===== config.mk =====
export PLATFORM = sky130hd
export DESIGN_NAME = rgb_matrix_scan_controller_top
export DESIGN_NICKNAME = d
export VERILOG_FILES = /design/src/rtl/core/rmsc_pkg.sv /design/src/rtl/core/rmsc_store.sv /design/src/rtl/core/rmsc_scan.sv /design/src/rtl/core/rgb_matrix_scan_controller_top.sv
export SDC_FILE = /design/constraint.sdc
export NUM_CORES = 2
export LEC_CHECK = 0
export BUFFER_PORTS_ARGS = -buffer_cell sky130_fd_sc_hd__buf_2
export CAP_MARGIN = 20
export CORE_UTILIZATION = 50
export DETAILED_ROUTE_END_ITERATION = 8
export PLACE_DENSITY = 0.64
export SLEW_MARGIN = 20
export SYNTH_ARGS = -nofsm -noshare
export SYNTH_HDL_FRONTEND = slang
export SYNTH_SLANG_ARGS = --single-unit

===== constraint.sdc =====
create_clock -name clk -period 5.5 [get_ports clk]
set_input_delay 1.1 -clock clk [delete_from_list [all_inputs] [get_ports clk]]
set_output_delay 1.1 -clock clk [all_outputs]
set_load 0.02 [all_outputs]

===== src/rtl/core/rmsc_pkg.sv =====
// shared types, constants and pixel mapping for the rgb matrix scan controller
package rmsc_pkg;

    localparam int ROW_W   = 4;
    localparam int ROWS    = 16;
    localparam int PLANE_W = 64;
    localparam int BIT_W   = 6;
    localparam int POS_W   = 7;
    localparam int ROWSEL_W = 3;
    localparam int COLOR_W = 6;

    // pin order of the six color data bits
    localparam int COLOR_RED_UP   = 0;
    localparam int COLOR_BLUE_UP  = 1;
    localparam int COLOR_GREEN_UP = 2;
    localparam int COLOR_RED_LO   = 3;
    localparam int COLOR_BLUE_LO  = 4;
    localparam int COLOR_GREEN_LO = 5;

    typedef enum logic [1:0] {
        FUNC_WRITE = 2'd0,
        FUNC_CLEAR = 2'd1,
        FUNC_SCAN  = 2'd2,
        FUNC_NONE  = 2'd3
    } func_t;

    // scan sequencer view of one tick
    typedef struct packed {
        logic                shift;
        logic [ROW_W-1:0]    up_row;
        logic [ROW_W-1:0]    lo_row;
        logic [POS_W-1:0]    bit_pos;
        logic [ROWSEL_W-1:0] row_sel;
    } scan_ctrl_t;

    // logical row to store row: lower bands fold down
    function automatic logic [ROW_W-1:0] store_row(input logic [4:0] row);
        return {row[4], row[2:0]};
    endfunction

    // logical column to bit index inside a store row, msb first
    function automatic logic [BIT_W-1:0] store_bit(input logic [4:0] row,
                                                   input logic [4:0] col);
        logic [BIT_W-1:0] col_ext;
        logic [BIT_W-1:0] scol;
        col_ext = {1'b0, col};
        if (row[3])
        begin
            scol = col[4] ? col_ext + 6'd32 : col_ext + 6'd16;
        end
        else
        begin
            scol = col[4] ? col_ext + 6'd16 : col_ext;
        end
        return ~scol;
    endfunction

endpackage


===== src/rtl/core/rmsc_store.sv =====
// frame store: three color planes, row valid bits and a registered two-row read
module rmsc_store
    import rmsc_pkg::*;
(
    input  logic                clk,
    input  logic                rst_n,
    input  logic                wr_en,
    input  logic                clr_en,
    input  logic [ROW_W-1:0]    wr_row,
    input  logic [BIT_W-1:0]    wr_bit,
    input  logic                wr_red,
    input  logic                wr_green,
    input  logic                wr_blue,
    input  logic                rd_en,
    input  logic [ROW_W-1:0]    rd_up_row,
    input  logic [ROW_W-1:0]    rd_lo_row,
    input  logic [POS_W-1:0]    rd_pos,
    output logic [COLOR_W-1:0]  rd_color
);

    logic [PLANE_W-1:0] red_mem   [ROWS];
    logic [PLANE_W-1:0] green_mem [ROWS];
    logic [PLANE_W-1:0] blue_mem  [ROWS];

    logic [ROWS-1:0]    valid_reg;
    logic [COLOR_W-1:0] rd_color_reg;
    logic [COLOR_W-1:0] rd_color_next;
    logic [BIT_W-1:0]   rd_bit;
    logic               in_range;
    logic               up_ok;
    logic               lo_ok;

    // row valid bits: a cleared row reads as zero
    always_ff @(posedge clk or negedge rst_n)
    begin
        if (!rst_n)
        begin
            valid_reg <= '0;
        end
        else if (clr_en)
        begin
            valid_reg <= '0;
        end
        else if (wr_en)
        begin
            valid_reg[wr_row] <= 1'b1;
        end
    end

    // pixel write; a row that is not valid is zeroed around the new bit
    always_ff @(posedge clk)
    begin
        if (wr_en)
        begin
            for (int b = 0; b < PLANE_W; b++)
            begin
                if (!valid_reg[wr_row] || (BIT_W'(b) == wr_bit))
                begin
                    red_mem[wr_row][b]   <= (BIT_W'(b) == wr_bit) && wr_red;
                    green_mem[wr_row][b] <= (BIT_W'(b) == wr_bit) && wr_green;
                    blue_mem[wr_row][b]  <= (BIT_W'(b) == wr_bit) && wr_blue;
                end
            end
        end
    end

    // read of one bit in the upper and the lower scan row
    assign rd_bit   = ~rd_pos[BIT_W-1:0];
    assign in_range = !rd_pos[POS_W-1];
    assign up_ok    = valid_reg[rd_up_row] && in_range;
    assign lo_ok    = valid_reg[rd_lo_row] && in_range;

    always_comb
    begin
        rd_color_next                 = '0;
        rd_color_next[COLOR_RED_UP]   = up_ok && red_mem[rd_up_row][rd_bit];
        rd_color_next[COLOR_BLUE_UP]  = up_ok && blue_mem[rd_up_row][rd_bit];
        rd_color_next[COLOR_GREEN_UP] = up_ok && green_mem[rd_up_row][rd_bit];
        rd_color_next[COLOR_RED_LO]   = lo_ok && red_mem[rd_lo_row][rd_bit];
        rd_color_next[COLOR_BLUE_LO]  = lo_ok && blue_mem[rd_lo_row][rd_bit];
        rd_color_next[COLOR_GREEN_LO] = lo_ok && green_mem[rd_lo_row][rd_bit];
    end

    always_ff @(posedge clk)
    begin
        if (rd_en)
        begin
            rd_color_reg <= rd_color_next;
        end
    end

    assign rd_color = rd_color_reg;

endmodule


===== src/rtl/core/rmsc_scan.sv =====
// scan sequencer: shift position, scan line and latched row address
module rmsc_scan
    import rmsc_pkg::*;
#(
    parameter int SCAN_LINES   = 8,
    parameter int SHIFT_LENGTH = 64
)
(
    input  logic       clk,
    input  logic       rst_n,
    input  logic       tick,
    output scan_ctrl_t ctrl
);

    localparam int LINE_W = $clog2(SCAN_LINES);
    localparam logic [LINE_W-1:0] LAST_LINE = LINE_W'(SCAN_LINES - 1);
    localparam logic [POS_W:0]    SHIFT_END = (POS_W + 1)'(SHIFT_LENGTH);
    localparam logic [ROW_W-1:0]  LO_OFFSET = ROW_W'(SCAN_LINES);

    logic [LINE_W-1:0]   scan_line_reg;
    logic [LINE_W-1:0]   scan_line_next;
    logic [POS_W-1:0]    shift_pos_reg;
    logic [POS_W-1:0]    shift_pos_next;
    logic [ROWSEL_W-1:0] held_row_reg;
    logic [ROWSEL_W-1:0] held_row_next;
    logic                in_shift;
    logic [ROW_W-1:0]    up_row;

    assign in_shift = {1'b0, shift_pos_reg} < SHIFT_END;
    assign up_row   = ROW_W'(scan_line_reg);

    // next scan state for a tick
    always_comb
    begin
        scan_line_next = scan_line_reg;
        shift_pos_next = shift_pos_reg;
        held_row_next  = held_row_reg;
        if (in_shift)
        begin
            shift_pos_next = shift_pos_reg + 1'b1;
        end
        else
        begin
            held_row_next  = up_row[ROWSEL_W-1:0];
            shift_pos_next = '0;
            scan_line_next = (scan_line_reg == LAST_LINE) ? '0 : scan_line_reg + 1'b1;
        end
    end

    always_ff @(posedge clk or negedge rst_n)
    begin
        if (!rst_n)
        begin
            scan_line_reg <= '0;
            shift_pos_reg <= '0;
            held_row_reg  <= '0;
        end
        else if (tick)
        begin
            scan_line_reg <= scan_line_next;
            shift_pos_reg <= shift_pos_next;
            held_row_reg  <= held_row_next;
        end
    end

    // what this tick reads and drives
    assign ctrl.shift   = in_shift;
    assign ctrl.up_row  = up_row;
    assign ctrl.lo_row  = up_row + LO_OFFSET;
    assign ctrl.bit_pos = shift_pos_reg;
    assign ctrl.row_sel = held_row_next;

endmodule


===== src/rtl/core/rgb_matrix_scan_controller_top.sv =====
// top level of the rgb matrix scan controller
//
// Frame store and scan-out for a 32x32 one-bit RGB panel at 1/8 scan.
// Input channel (in_valid / in_stall): func selects a pixel write, a clear
// of the whole store, one scan tick or no action; pixel_row, pixel_column
// and the three color bits go with a write. Writes and clears take effect at
// the accepting edge and give no output transaction.
// Output channel (out_valid / out_stall): one transaction per scan tick with
// the six color data pins, shift_pulse, latch_pulse, blank_pulse and
// row_select for the panel. SHIFT_LENGTH shift ticks are followed by one
// latch tick per scan line.
// Two register stages: the store read register, then the output register. A
// tick is registered into the read stage at the accepting edge and then into
// the output register. Throughput: one item per cycle while out_stall is low.
// Reset: row valid bits clear at once, so the store reads as zero with no
// clearing pass; the scan starts at line 0, position 0.
// While the receiver stalls, the output holds; once the read stage is also
// full, in_stall rises until the output moves.
module rgb_matrix_scan_controller_top
    import rmsc_pkg::*;
#(
    parameter int SCAN_LINES   = 8,
    parameter int SHIFT_LENGTH = 64
)
(
    input  logic       clk,
    input  logic       rst_n,
    input  logic       in_valid,
    output logic       in_stall,
    input  logic [1:0] func,
    input  logic [4:0] pixel_row,
    input  logic [4:0] pixel_column,
    input  logic       red_on,
    input  logic       green_on,
    input  logic       blue_on,
    output logic       out_valid,
    input  logic       out_stall,
    output logic       red_upper,
    output logic       blue_upper,
    output logic       green_upper,
    output logic       red_lower,
    output logic       blue_lower,
    output logic       green_lower,
    output logic       shift_pulse,
    output logic       latch_pulse,
    output logic       blank_pulse,
    output logic [2:0] row_select
);

    func_t               func_code;
    logic                in_accept;
    logic                scan_tick;
    logic                advance;
    scan_ctrl_t          scan_ctrl;
    logic [COLOR_W-1:0]  rd_color;

    logic                s1_valid_reg;
    logic                s1_shift_reg;
    logic [ROWSEL_W-1:0] s1_row_reg;

    logic                out_valid_reg;
    logic                out_shift_reg;
    logic [COLOR_W-1:0]  out_color_reg;
    logic [COLOR_W-1:0]  out_color_next;
    logic [ROWSEL_W-1:0] out_row_reg;
    logic [COLOR_W-1:0]  held_color_reg;

    // input handshake
    assign func_code = func_t'(func);
    assign advance   = !out_valid_reg || !out_stall;
    assign in_stall  = s1_valid_reg && !advance;
    assign in_accept = in_valid && !in_stall;
    assign scan_tick = in_accept && (func_code == FUNC_SCAN);

    rmsc_scan #(
        .SCAN_LINES   (SCAN_LINES),
        .SHIFT_LENGTH (SHIFT_LENGTH)
    ) u_scan (
        .clk   (clk),
        .rst_n (rst_n),
        .tick  (scan_tick),
        .ctrl  (scan_ctrl)
    );

    rmsc_store u_store (
        .clk       (clk),
        .rst_n     (rst_n),
        .wr_en     (in_accept && (func_code == FUNC_WRITE)),
        .clr_en    (in_accept && (func_code == FUNC_CLEAR)),
        .wr_row    (store_row(pixel_row)),
        .wr_bit    (store_bit(pixel_row, pixel_column)),
        .wr_red    (red_on),
        .wr_green  (green_on),
        .wr_blue   (blue_on),
        .rd_en     (scan_tick),
        .rd_up_row (scan_ctrl.up_row),
        .rd_lo_row (scan_ctrl.lo_row),
        .rd_pos    (scan_ctrl.bit_pos),
        .rd_color  (rd_color)
    );

    // read stage: tick kind and row address alongside the store read
    always_ff @(posedge clk or negedge rst_n)
    begin
        if (!rst_n)
        begin
            s1_valid_reg <= 1'b0;
        end
        else if (scan_tick)
        begin
            s1_valid_reg <= 1'b1;
        end
        else if (advance)
        begin
            s1_valid_reg <= 1'b0;
        end
    end

    always_ff @(posedge clk)
    begin
        if (scan_tick)
        begin
            s1_shift_reg <= scan_ctrl.shift;
            s1_row_reg   <= scan_ctrl.row_sel;
        end
    end

    // latch ticks repeat the last shifted color word
    assign out_color_next = s1_shift_reg ? rd_color : held_color_reg;

    // output register and held color word
    always_ff @(posedge clk or negedge rst_n)
    begin
        if (!rst_n)
        begin
            out_valid_reg  <= 1'b0;
            held_color_reg <= '0;
        end
        else if (advance)
        begin
            out_valid_reg <= s1_valid_reg;
            if (s1_valid_reg)
            begin
                held_color_reg <= out_color_next;
            end
        end
    end

    always_ff @(posedge clk)
    begin
        if (advance && s1_valid_reg)
        begin
            out_shift_reg <= s1_shift_reg;
            out_color_reg <= out_color_next;
            out_row_reg   <= s1_row_reg;
        end
    end

    assign out_valid   = out_valid_reg;
    assign red_upper   = out_color_reg[COLOR_RED_UP];
    assign blue_upper  = out_color_reg[COLOR_BLUE_UP];
    assign green_upper = out_color_reg[COLOR_GREEN_UP];
    assign red_lower   = out_color_reg[COLOR_RED_LO];
    assign blue_lower  = out_color_reg[COLOR_BLUE_LO];
    assign green_lower = out_color_reg[COLOR_GREEN_LO];
    assign shift_pulse = out_shift_reg;
    assign latch_pulse = !out_shift_reg;
    assign blank_pulse = !out_shift_reg;
    assign row_select  = out_row_reg;

endmodule


Word-level counts from Yosys, hierarchy flattened
Memory sizes are Yosys's and may differ from the RTL's.
Index checks and enable logic that the tools add are counted.
{"block": "op_classes", "addsub": 5, "n_lt_le_gt_ge": 6, "eq_ne": 66, "muxes": 223, "bitwise_logic": 4, "n_reduce_logical": 285}
{"operator": "1-bit logical AND", "count": 207}
{"operator": "1-bit 2-to-1 mux", "count": 204}
{"operator": "6-bit equality test (first input constant)", "count": 32}
{"operator": "5-bit by 6-bit equality test with 1-bit output (first input constant)", "count": 16}
{"operator": "1-bit logical OR", "count": 65}
{"operator": "4-bit by 6-bit equality test with 1-bit output (first input constant)", "count": 8}
{"operator": "1-bit binary-select mux with 6-bit select", "count": 6}
{"operator": "16-bit 2-to-1 mux", "count": 2}
{"operator": "3-bit by 6-bit equality test with 1-bit output (first input constant)", "count": 4}
{"operator": "6-bit 2-to-1 mux", "count": 4}
{"operator": "16-bit OR", "count": 1}
{"operator": "2-bit by 6-bit equality test with 1-bit output (first input constant)", "count": 2}
{"operator": "6-bit inverter", "count": 2}
{"operator": "4-bit by 5-bit less-than comparator with 1-bit output (second input constant)", "count": 2}
{"operator": "1-bit binary-select mux with 4-bit select", "count": 2}
{"operator": "7-bit by 1-bit adder with 7-bit output (second input constant)", "count": 1}
{"operator": "1-bit logical NOT", "count": 7}
{"operator": "6-bit by 7-bit less-than comparator with 1-bit output (second input constant)", "count": 1}
{"operator": "7-bit less-than comparator (second input constant)", "count": 1}
{"operator": "7-bit 2-to-1 mux", "count": 1}
{"operator": "5-bit by 5-bit adder with 6-bit output (second input constant)", "count": 1}
{"operator": "5-bit by 6-bit adder with 6-bit output (second input constant)", "count": 1}
{"operator": "1-bit by 6-bit equality test with 1-bit output (first input constant)", "count": 1}
{"operator": "6-bit logical NOT", "count": 1}
{"operator": "14 further kinds", "count": 17}
{"block": "totals", "reg_bits": 57, "ramBits": 3072, "output_inout_bits": 14, "wordCells": 605, "mem_count": 3}
{"memory": "u_store.blue_mem", "depth": 16, "width": 64, "rd": 2, "rd_ports_with_merged_regs": 0, "write_ports": 1, "line": "rmsc_store.sv:23", "rtl": "logic [PLANE_W-1:0] blue_mem [ROWS];"}
{"memory": "u_store.green_mem", "depth": 16, "width": 64, "rd": 2, "rd_ports_with_merged_regs": 0, "write_ports": 1, "line": "rmsc_store.sv:22", "rtl": "logic [PLANE_W-1:0] green_mem [ROWS];"}
{"memory": "u_store.red_mem", "depth": 16, "width": 64, "rd": 2, "rd_ports_with_merged_regs": 0, "write_ports": 1, "line": "rmsc_store.sv:21", "rtl": "logic [PLANE_W-1:0] red_mem [ROWS];"}

Logic depth before layout (Yosys ltp)
{"block": "logic_depth", "ltp_word": 9, "ltp_mapped": 15, "depth_no_buf": 8}

Cells and area by module
From an unflattened synthesis, not the netlist that was laid out.
{"block": "unflattened", "hier_cells": 9572, "area_unflattened_um2": 152523.8}
{"mod": "rmsc_store", "n_inst": 1, "cells_per_inst": 9458, "area_per_inst_um2": 150917.2, "seq_area_each_um2": 92829.0}
{"mod": "rgb_matrix_scan_controller_top", "n_inst": 1, "cells_per_inst": 54, "area_per_inst_um2": 900.9, "seq_area_each_um2": 620.6}
{"mod": "rmsc_scan", "n_inst": 1, "cells_per_inst": 60, "area_per_inst_um2": 705.7, "seq_area_each_um2": 325.3}

Worst setup path before layout
No wires, ideal clock.
{"block": "synth_path", "path_type": "input to register", "start": "input pixel_row[0]", "end": "memory u_store.blue_mem[10][14], enable pin", "arrival_time_ns": 3.242, "path_slack_ns": 1.939, "cell_stages": 9, "path_buffers": 4, "path_cell_list": "buf_2 mux4_2 mux2_2 o21ai_1 clkbuf_1 clkbuf_1 o21ai_0 clkbuf_1 nor2_1"}
{"block": "synth_via", "elab_chain_cells": 7}
{"element": "start, declared", "line": "rgb_matrix_scan_controller_top.sv:31", "rtl": "input logic [4:0] pixel_row,"}
{"element": "1-bit binary-select mux with 4-bit select", "line": "rmsc_store.sv:57", "rtl": "if (!valid_reg[wr_row] || (BIT_W'(b) == wr_bit))"}
{"element": "1-bit 2-to-1 mux (not written as such)", "line": "rmsc_store.sv:57"}
{"element": "1-bit logical NOT", "line": "rmsc_store.sv:57"}
{"element": "1-bit logical OR", "line": "rmsc_store.sv:57"}
{"element": "1-bit 2-to-1 mux", "line": "rmsc_store.sv:57"}
{"element": "1-bit 2-to-1 mux", "line": "rmsc_store.sv:53", "rtl": "if (wr_en)"}
{"element": "1-bit 2-to-1 mux (not written as such)", "line": "rmsc_store.sv:61", "rtl": "blue_mem[wr_row][b] <= (BIT_W'(b) == wr_bit) && wr_blue;"}
{"element": "end, declared", "line": "rmsc_store.sv:23"}
Parallel ways exist; a longest one is shown, timed or not. The select of a mux whose other input is x is not followed.

Final worst setup path
{"block": "layout_path", "start": "register u_scan.scan_line_reg[1]", "end": "register u_store.rd_color_reg[4] (netlist: u_store.rd_color[4]), data pin"}
{"block": "layout_via", "elab_chain_cells": 5, "word_cells_on_any_way": 8, "classes_between": "1 x add/sub; 4 x mux; 2 x reduce/logical; 1 x memory"}
{"element": "start, declared", "line": "rmsc_scan.sv:20", "rtl": "logic [LINE_W-1:0] scan_line_reg;"}
{"element": "start signal, assigned", "line": "rmsc_scan.sv:60", "rtl": "scan_line_reg <= scan_line_next;"}
{"element": "3-bit by 4-bit adder with 4-bit output *", "line": "rmsc_scan.sv:69", "rtl": "assign ctrl.lo_row = up_row + LO_OFFSET;"}
{"element": "memory read 16 x 64 bit / 1-bit binary-select mux with 4-bit select (equally long branches)"}
{"element": "1-bit binary-select mux with 6-bit select / 1-bit 2-to-1 mux (equally long branches)", "line": "rmsc_store.sv:80, rmsc_store.sv:71"}
{"element": "1-bit 2-to-1 mux (not written as such) / 1-bit logical AND (equally long branches)", "line": "rmsc_store.sv:80, rmsc_store.sv:71"}
{"element": "1-bit logical AND *", "line": "rmsc_store.sv:80", "rtl": "rd_color_next[COLOR_BLUE_LO] = lo_ok && blue_mem[rd_lo_row][rd_bit];"}
{"element": "named net u_store.rd_color_next[4]", "line": "rmsc_store.sv:27", "rtl": "logic [COLOR_W-1:0] rd_color_next;"}
{"element": "end signal, assigned", "line": "rmsc_store.sv:88", "rtl": "rd_color_reg <= rd_color_next;"}
{"element": "end, declared", "line": "rmsc_store.sv:26", "rtl": "logic [COLOR_W-1:0] rd_color_reg;"}
Mark *: on every way through the listed nets, which the timed path passes. The rest lies on a longest branch. The select of a mux whose other input is x is not followed.
A chain may end at the register's enable or synchronous reset.

==> flow_metrics.py <==
metrics = {
    "yosys": {
        "synth_xor_area_frac": 0,
        "synth_area_um2": 126800,
        "synth-edff-count": 3092,
        "synth_nets": 6994,
        "ys_types": 62,
        "synthFlopType": "edfxtp_1",
        "synth_compound_area_frac": 0.03306,
        "synth-simple-area-share": 0.05643,
        "syn-instance-count": 6972,
        "muxShareOfSynthArea": 0.1490,
        "synth_top_family_by_area": "multiplexers",
        "synthArstFlopShare": 0.01182,
        "yosys_warnings": 0,
        "synth_seq_cells": 3129,
        "syn_area_per_cell_um2": 18.19,
        "synth_fa_ha_area_frac": 0.0002960,
        "yosysSeqAreaShare": 0.7396,
    },
    "clock_network": {
        "clock_path_buffers": 4,
        "cts.clk_slew.worst_paths_ns": 0.06,
        "cts-root-buf": "clkbuf_16",
        "clock_sinks": 3129,
        "numCtsBuffers": 323,
        "ctsHtreeMaxLevel": 5,
        "cts_hold_buf": 0,
        "cts_resized": 0,
        "insertion_delay_ns": 0.96,
        "cts_tree": "done",
        "postCtsSetupBuffers": 0,
    },
    "power_and_ir_drop": {
        "p_sw_frac": 0.2777,
        "p_switching_mw": 16.78,
        "p_clk_frac": 0.347,
        "p_leak_nw": 41.56,
        "internal_power_mw": 43.64,
        "seqPwrFrac": 0.435,
        "power.density_nw_per_um2": 428.0,
        "combPwrFrac": 0.219,
        "finalPower_mw": 60.42,
        "ir_drop_mv": 0.3195,
    },
    "floorplanning": {
        "dieWidth_um": 505.6,
        "initial_core_util": 0.5039,
        "die_y_um": 505.6,
        "rows": 184,
        "dieArea_um2": 255600,
        "pin_count": 33,
        "core_region_area_um2": 251600,
    },
    "worst_setup_path": {
        "critPathLaunchType": "flop",
        "worstPathArrival_ns": 5.73,
        "critPathKind": "reg -> reg",
        "cp_cell_sequence": "buf_12 -> buf_4 -> mux4_2 -> o22a_1 -> o21ai_0 -> a2111oi_0 -> nor3_1 -> nor3_1 -> buf_4 -> nor4_1 -> a311oi_1",
        "cp_top_family": "compound AO/OA/AOI/OAI gates",
        "end_kind": "flop",
        "max_stage_delay_ns": 0.99,
        "crit_slowest_cell": "nor3_1",
        "worst-endpoint-required_ns": 6.28,
        "critical_path_buf_inv_count": 3,
        "crit_fanout": 31,
        "reg2reg_setup_slack_ns": 0.55,
    },
    "drt": {
        "drc": 14,
        "wl_met2_um": 165700,
        "wl_met1_um": 137500,
        "highest_layer": "met5",
        "dr_wl_met3_um": 43760,
        "drtIter0Drc": 10200,
        "num_vias": 69660,
        "via_per_inst": 6.531,
        "wl_um": 359900,
        "avgRoutedWirePerCell_um": 33.74,
        "antenna_left": 0,
        "detail_route.first_pass.iterations": 9,
    },
    "outcome": {
        "status": "finished with violations",
        "violations": "design-rule violations",
    },
    "layout": {
        "final_util": 0.5611,
        "mostFrequentLayoutCells": "3092 x edfxtp_1, 1223 x nor2_1, 705 x mux4_2",
        "areaGrowthSynthToFinish_pct": 11.35,
        "drive_gt1_frac": 0.2066,
        "reg.largest.list": "u_store.blue_mem x1024, u_store.green_mem x1024, u_store.red_mem x1024",
        "layout_commonest_cell": "edfxtp_1",
        "fin_nets": 7098,
    },
    "sta": {
        "period_needed_ns": 4.953,
        "slew_viol_final": 0,
        "finalHoldViolCount": 0,
        "max_slew_margin": 0.1424,
        "setup_viol": 0,
        "fin_crit_sh": 0.9006,
        "max_freq_mhz": 201.9,
        "finClkSkew_ns": 0.04473,
        "fin_setup_tns_ns": 0,
        "whs_ns": 0.1610,
        "worst_slew_pin_slew_ns": 1.278,
        "rsz0062_at_grt": "false",
    },
    "placed_design": {
        "port_buffers": 32,
        "hpwlAfterDp_um": 223400,
        "gp_congestion": 0.8788,
    },
    "global_routing": {
        "grt_pass1_wl_um": 508300,
        "grt-ovfl-total": 0,
        "grt_max_degree": 75,
        "grt_pass1_vias": 68620,
        "grt_antenna_before_repair": 21,
        "grtUsageTotal": 0.2818,
    },
    "flow_run": {
        "maxCapViolCount": 0,
    },
    "hold_path": {
        "hp-class": "in -> async",
    },
}
[through the flow]
| stage | cells | cell area [um^2] | setup slack, ns |
|---|---|---|---|
| 2_1_floorplan | 6972 | 126800 | 1.939 |
| 3_3_place_gp | 10100 | 131300 | 0.6731 |
| 3_5_place_dp | 10100 | 131300 | 0.7121 |
| 4_1_cts | 10660 | 141200 | 0.6611 |
| 5_1_grt | 10660 | 141200 | 0.5169 |
| 6_report | 10670 | 141200 | 0.5469 |
[cells in the mapped netlist, drive strengths merged (11+ instances only)]
library cell,n,share of area
nor2b,24,0.0012
buf,200,0.012
mux2,42,0.0037
o211ai,17,0.0010
o21ai,136,0.0054
nor4,14,0.00069
mux2i,254,0.020
a31oi,24,0.0012
nor2,1225,0.036
nand2,128,0.0038
a221oi,105,0.0073
a22o,22,0.0015
and2,198,0.0098
a21oi,81,0.0032
clkbuf,319,0.0094
nand4,12,0.00059
nand2b,11,0.00054
nor3,34,0.0013
mux4,705,0.13
o22ai,30,0.0015
a22oi,100,0.0059
nand3,34,0.0013
edfxtp,3092,0.73
dfrtp,37,0.0073
inv,12,0.00036
a211oi,26,0.0015
[final cells by class]
cell class                 count  area [um^2]
tap                         3348         4189
inverter                      17        73.82
multi-input combinational   3307        30460
clock buffer                 404         8503
antenna                        5        12.51
timing repair buffer         298         2763
sequential                  3129        93790
clock inverter               158         1386
fill                       18910       110400
[routing by layer]
layer,track usage,vias to the layer above
li1,-,27980
met1,0.4029,36690
met2,0.4277,4393
met3,0.06674,592
met4,0.09547,6
met5,0,-
[path summary, 6_finish.rpt]
check,startpoint,end,cells past startpoint
setup reg to reg,u_scan.scan_line_reg[1],u_store.rd_color[4],11
max in group asynchronous,rst_n,u_scan.scan_line_reg[0],1
setup / recovery,u_scan.scan_line_reg[1],u_store.rd_color[4],11
min in group clk,out_stall,out_valid,2
hold / removal,rst_n,held_color_reg[0],1
hold reg to reg,s1_row_reg[1],row_select[1],0
[power groups by stage]
stage | registers [mW] | logic [mW] | clock network [mW]
floorplan | 26.5 | 9.04 | 0
global placement | 26.8 | 13.0 | 0
detailed placement | 26.8 | 13.1 | 0
CTS | 26.3 | 13.1 | 21.1
global route | 26.3 | 13.7 | 22.0
finish | 26.3 | 13.2 | 21.0
[logic make-up (layout without fill, tap and decap cells)]
kind of cell             Yosys count  in the layout
flip-flops                      3129           3129
AND/OR/NAND/NOR                 1696           1696
multiplexers                    1001           1001
AO/OA/AOI/OAI                    607            607
buffers and inverters            536            877
adder cells (fa/ha/maj)            3              3
other                              0              5
Power figures use the tool's default switching activity.
